--- config.mk ---
export PLATFORM = sky130hd
export DESIGN_NAME = mmt_ctrl
export DESIGN_NICKNAME = d
export VERILOG_FILES = /design/src/hdl/mmt_pkg.sv /design/src/hdl/mmt_ctrl.sv
export VERILOG_INCLUDE_DIRS = /design/src /design/src/hdl
export SDC_FILE = /design/constraint.sdc
export NUM_CORES = 1
export LEC_CHECK = 0
export ABC_AREA = 1
export BUFFER_PORTS_ARGS = -buffer_cell sky130_fd_sc_hd__buf_2
export CAP_MARGIN = 30
export CORE_MARGIN = 8
export CORE_UTILIZATION = 45
export CTS_CLUSTER_SIZE = 40
export DETAILED_ROUTE_END_ITERATION = 6
export PLACE_DENSITY_LB_ADDON = 0.15
export SLEW_MARGIN = 25
export SYNTH_ARGS = -nofsm -noshare
export SYNTH_HDL_FRONTEND = slang
export SYNTH_SLANG_ARGS = --single-unit
--- constraint.sdc ---
create_clock -name clock -period 4.22 [get_ports clock]
set_input_delay 0.633 -clock clock [delete_from_list [all_inputs] [get_ports clock]]
set_output_delay 0.633 -clock clock [all_outputs]
set_load 0.02 [all_outputs]
--- src/hdl/matrix_multiply_transpose_macros.svh ---
// Assertion macros of the matrix multiply block, used by mmt_ctrl.
// Depends on each asserting module having ports named clock and reset.
`ifndef MATRIX_MULTIPLY_TRANSPOSE_MACROS_SVH
`define MATRIX_MULTIPLY_TRANSPOSE_MACROS_SVH

// Checked on every rising clock edge outside reset.
`define MMT_ASSERT(name, prop, msg) \
   name: assert property (@(posedge clock) disable iff (reset) prop) \
      else $error(msg);

// Checked on every rising clock edge, reset included.
`define MMT_ASSERT_ALWAYS(name, prop, msg) \
   name: assert property (@(posedge clock) prop) else $error(msg);

`endif

--- src/hdl/mmt_pkg.sv ---
// Shared types and constants of the matrix multiply block.
// No dependencies; imported by every module of the block but mmt_ram.
package mmt_pkg;

   localparam int MAX_DIM_DEFAULT = 16;
   localparam int CFG_W           = 5;   // width of a dimension register
   localparam int CSR_IDX_W       = 3;
   localparam int FUNC_W          = 2;
   localparam int ADDR_IN_W       = 8;
   localparam int VAL_W           = 16;
   localparam int ROWCOL_W        = 4;
   localparam int PROD_W          = 2 * VAL_W;
   localparam int DOT_W           = 36;
   localparam int BASE_W          = ROWCOL_W + CFG_W;

   localparam logic [FUNC_W-1:0] FUNC_WRITE_A = 2'd0;
   localparam logic [FUNC_W-1:0] FUNC_WRITE_B = 2'd1;
   localparam logic [FUNC_W-1:0] FUNC_COMPUTE = 2'd2;

   localparam logic [CSR_IDX_W-1:0] CSR_ROWS_OF_A  = 3'd0;
   localparam logic [CSR_IDX_W-1:0] CSR_INNER_SIZE = 3'd1;
   localparam logic [CSR_IDX_W-1:0] CSR_COLS_OF_B  = 3'd2;
   localparam logic [CSR_IDX_W-1:0] CSR_A_TRANS    = 3'd3;
   localparam logic [CSR_IDX_W-1:0] CSR_B_TRANS    = 3'd4;

   localparam logic [CFG_W-1:0] DIM_RESET = 5'd16;

   typedef enum logic [2:0] {
      ST_IDLE,
      ST_RUN,
      ST_DRAIN,
      ST_FINISH
   } state_type;

   typedef struct packed {
      logic [CFG_W-1:0] rows_of_a;
      logic [CFG_W-1:0] inner_size;
      logic [CFG_W-1:0] cols_of_b;
      logic             a_trans;
      logic             b_trans;
   } cfg_type;

   typedef struct packed {
      logic wr_a;         // write the A store at the request address
      logic wr_b;         // write the B store at the request address
      logic start;        // load pointers and clear the accumulator
      logic issue;        // read one A/B pair and advance the pointers
      logic load_simple;  // load a response word with a zero dot value
      logic simple_err;   // status bit for load_simple
      logic finish;       // load the saturated sum as the response word
   } cmd_type;

   typedef struct packed {
      logic             addr_err;
      logic             rowcol_err;
      logic             rsp_busy;
      logic [CFG_W-1:0] n_eff;
   } status_type;

endpackage

--- src/hdl/mmt_ctrl.sv ---
// Controller of the matrix multiply block: request handshake and sequencing.
// Depends on mmt_pkg and the assertion macros header.
`include "matrix_multiply_transpose_macros.svh"

module mmt_ctrl
   import mmt_pkg::*;
(
   input  logic                clock,
   input  logic                reset,
   input  logic                req_valid,
   output logic                req_ready,
   input  logic [FUNC_W-1:0]   req_func,
   input  status_type          status,
   output cmd_type             cmd
);

   state_type        state_ff, state_in;
   logic [CFG_W-1:0] k_ff, k_in;
   logic             accept;

   always_ff @(posedge clock) begin
      if (reset) begin
         state_ff <= ST_IDLE;
         k_ff     <= '0;
      end else begin
         state_ff <= state_in;
         k_ff     <= k_in;
      end
   end

   assign req_ready = (state_ff == ST_IDLE) && !status.rsp_busy;
   assign accept    = req_valid && req_ready;

   always_comb begin
      state_in = state_ff;
      k_in     = k_ff;
      cmd      = '0;
      case (state_ff)
         ST_IDLE: begin
            if (accept) begin
               case (req_func)
                  FUNC_WRITE_A: begin
                     cmd.wr_a        = !status.addr_err;
                     cmd.load_simple = 1'b1;
                     cmd.simple_err  = status.addr_err;
                  end
                  FUNC_WRITE_B: begin
                     cmd.wr_b        = !status.addr_err;
                     cmd.load_simple = 1'b1;
                     cmd.simple_err  = status.addr_err;
                  end
                  FUNC_COMPUTE: begin
                     if (status.rowcol_err) begin
                        cmd.load_simple = 1'b1;
                        cmd.simple_err  = 1'b1;
                     end else begin
                        cmd.start = 1'b1;
                        k_in      = '0;
                        state_in  = ST_RUN;
                     end
                  end
                  default: begin
                     cmd.load_simple = 1'b1;
                     cmd.simple_err  = 1'b1;
                  end
               endcase
            end
         end
         ST_RUN: begin
            if (k_ff == status.n_eff) begin
               state_in = ST_DRAIN;
            end else begin
               cmd.issue = 1'b1;
               k_in      = k_ff + CFG_W'(1);
            end
         end
         // The last product lands in the accumulator during this cycle.
         ST_DRAIN: begin
            state_in = ST_FINISH;
         end
         ST_FINISH: begin
            cmd.finish = 1'b1;
            state_in   = ST_IDLE;
         end
         default: begin
            state_in = ST_IDLE;
         end
      endcase
   end

   `MMT_ASSERT(no_rsp_overwrite, (cmd.load_simple || cmd.finish) |-> !status.rsp_busy,
      "response word loaded while the previous one is still pending")
   `MMT_ASSERT(issue_bounded, cmd.issue |-> (k_ff < status.n_eff),
      "more element reads issued than the inner size")
   `MMT_ASSERT(finish_returns_idle, cmd.finish |=> (state_ff == ST_IDLE && !req_ready),
      "controller did not return to idle with a pending response")
   `MMT_ASSERT_ALWAYS(reset_to_idle, reset |=> (state_ff == ST_IDLE),
      "controller not idle after reset")

endmodule

==> impl_metrics.ini <==
[sta]
worst_hold_slack_ns = 0.503
fin_crit_ns = 2.20
slew_viol_final = 0
hold_violations = 0
fin_tns_setup_ns = 0
tightestPinTransition_ns = 0.286
rsz0062_at_grt = no
fmax_ghz = 0.455
setup_violations = 0
finalCritPeriodShare = 0.521
relSlewSlack = 0.809
clock_skew_ns = 0.00132

[synth]
yosysMostFrequentCell = nand2_1
yosysUniqueCellTypes = 24
synth_top_family_by_area = simple AND/OR/NAND/NOR gates
ys.warnings.count = 0
synth_top_area_share = 0.225
synthCells = 100
synth_adder_area_share = 0.100
muxShareOfSynthArea = 0
synth_common_cells = nand2_1 (25), inv_1 (18), nor2_1 (14), dfxtp_1 (7)
synth_enable_flop_cells = 0
synth.largest_area_cell = dfxtp_1
syn-num-nets = 118
synth_area_leaders = dfxtp_1 (22%), nand2_1 (15%), inv_1 (11%), ha_1 (10%), nor2_1 (8.4%)
syn-cell-area_sq_um = 623
synth_xor_area_frac = 0.0141
synth_ff_type = dfxtp_1
postSynthAreaPerCell_sq_um = 6.23
synth-seq-cells = 7
seq_area_frac_synth = 0.225
async_reset_ff_frac = 0
synth-simple-area-share = 0.416
synth_compound_area_frac = 0.112

[die]
core_area_sq_um = 1300
rows = 13
die_h_microns = 53.2
pin_count = 21
fp.dieArea_sq_um = 2830
initial_core_util = 0.479
die_w_microns = 53.2

[pwr]
pwr-share-comb = 0.512
power.share.clock = 0.179
seq_power_share = 0.309
switching_share = 0.448
power_leakage_nw = 0.427
power_density_nw_per_um2 = 425
ir_worst_vdd_v = 0.000223
p_sw_uw = 146
p_int_uw = 180

[worst_setup_path]
crit_arrival_ns = 1.56
start_kind = register
r2r-start = state_ff[0]$_SDFFE_PP0P_
r2r_cells = 7
cp_max_fo = 5
criticalPathCategory = reg -> out
cp-end-kind = output pin
rrSetupSlack_ns = 2.70
crit_required_ns = 3.59
reg2reg_to = k_ff[0]$_SDFFE_PP0P_

[flow_run]
cap_violations = 0

[global_route]
grt-ovfl-total = 0
use_met2 = 0.154
grt_max_degree = 8
top_usage_layer = met2
grt_pass1_vias = 518
met3_usage = 0.0280
grt_usage = 0.0969
use_met1 = 0.114
grt_pass1_wl_microns = 2120
antenna_found_initial = 0

[drt]
wirelength_microns = 1340
dr.pass1.iters = 3
wire_per_inst_microns = 9.67
drcViolationCount = 0
vias = 647
viasPerCell = 4.65
drt_iter0_markers = 10
route.antenna.remaining_nets = 0

[clock_network]
postCtsSetupBuffers = 0
clkTransAtPathRegs_ns = 0.05
worstSkewPairLatency_ns = 0.24
cts_root_buf = clkbuf_4
cts_hold_buf = 0
htreeDepth = 1
cts_tree = yes
cts_made_buffers = 3
clock_path_buffers = 2
cts_resized = 0
clock_sinks = 7

[placed_design]
port-buffer-count = 20
post_dp_cell_area_sq_um = 742
dp.cells = 135
dp_hpwl_microns = 1150
gp_congestion = 0.814

[layout]
fin_nets = 143
final_area_sq_um = 768
areaGrowthSynthToFinish_pct = 23.3
antenna_cells = 0
seqCellArea_sq_um = 140
finalNonFillerCells = 139
layout-drive-gt1-share = 0.258
multi_input_area_sq_um = 400
fill_cells = 137

[worst_hold_path]
holdPathStages = 2
whs_endpoint = state_ff[1]$_SDFFE_PP0P_
worstHoldStart = state_ff[1]$_SDFFE_PP0P_
hp-class = reg -> reg

[outcome]
status = completed
-- worst max-delay path by stage --
stage | start | end | cells after the start
after floorplan | status[5] | cmd[1] | 4
after global placement | status[0] | cmd[3] | 8
after detailed placement | status[0] | cmd[3] | 8
after CTS | state_ff[0]$_SDFFE_PP0P_ | cmd[1] | 6
after global routing | state_ff[0]$_SDFFE_PP0P_ | cmd[1] | 6
final | state_ff[0]$_SDFFE_PP0P_ | cmd[1] | 6
-- power by group through the flow --
stage / combinational, mW / sequential [mW] / clock (mW)
2_1_floorplan: 0.133 / 0.0976 / 0
3_3_place_gp: 0.166 / 0.102 / 0
3_5_place_dp: 0.168 / 0.103 / 0
4_1_cts: 0.169 / 0.101 / 0.0618
5_1_grt: 0.189 / 0.104 / 0.0686
6_report: 0.167 / 0.101 / 0.0585
-- cells in the final DEF (no fill, tap or decap), drive strengths merged --
master	n
ha	5
o2111ai	1
a31oi	1
dfxtp	7
inv	20
nand4	3
nor2	15
a21oi	4
clkbuf	4
nor4	2
buf	20
nand3	8
o21ai	4
clkinv	2
nand2	25
xnor2	1
or2	1
o21a	1
-- kinds of logic (layout without fill, tap and decap cells) --
logic type,after synthesis,in the layout
xor gates and xnor gates,1,1
buffers and inverters,22,46
AOI/OAI and AO/OA,11,11
and+or+nand+nor,54,54
DFF,7,7
adders and majority gates,5,5
-- state kept, by name, indices dropped and copies added (netlist names) --
| name | count |
|---|---|
| state_ff | 2 |
| k_ff | 5 |
-- critical path, stage by stage (launching register included) --
cell	delay, ns
dfxtp_1	0.32
inv_1	0.10
ha_1	0.24
nand3_2	0.15
a31oi_1	0.21
o21a_1	0.15
buf_2	0.15
-- metrics by stage --
step                power, mW  utilization  setup WS [ns]
CTS                     0.331        0.590           2.00
finish                  0.326        0.590           2.02
global route            0.361        0.590           1.90
global placement        0.268        0.570           2.14
detailed placement      0.270        0.570           2.13
floorplan               0.231            -           2.07
-- layout make-up --
class	instances	share of cell area
clock buffers	4	0.0342
repair buffers	20	0.130
flip-flops and latches	7	0.182
multi-input cells	71	0.521
inverters	22	0.107
well taps	15	0.0244
-- layer usage --
metal	share of wire	vias to the layer above
met1	0.45	271
met4	0.0074	0
li1	-	362
met3	0.061	2
met2	0.48	12
met5	0	-
Power figures use the tool's default switching activity.
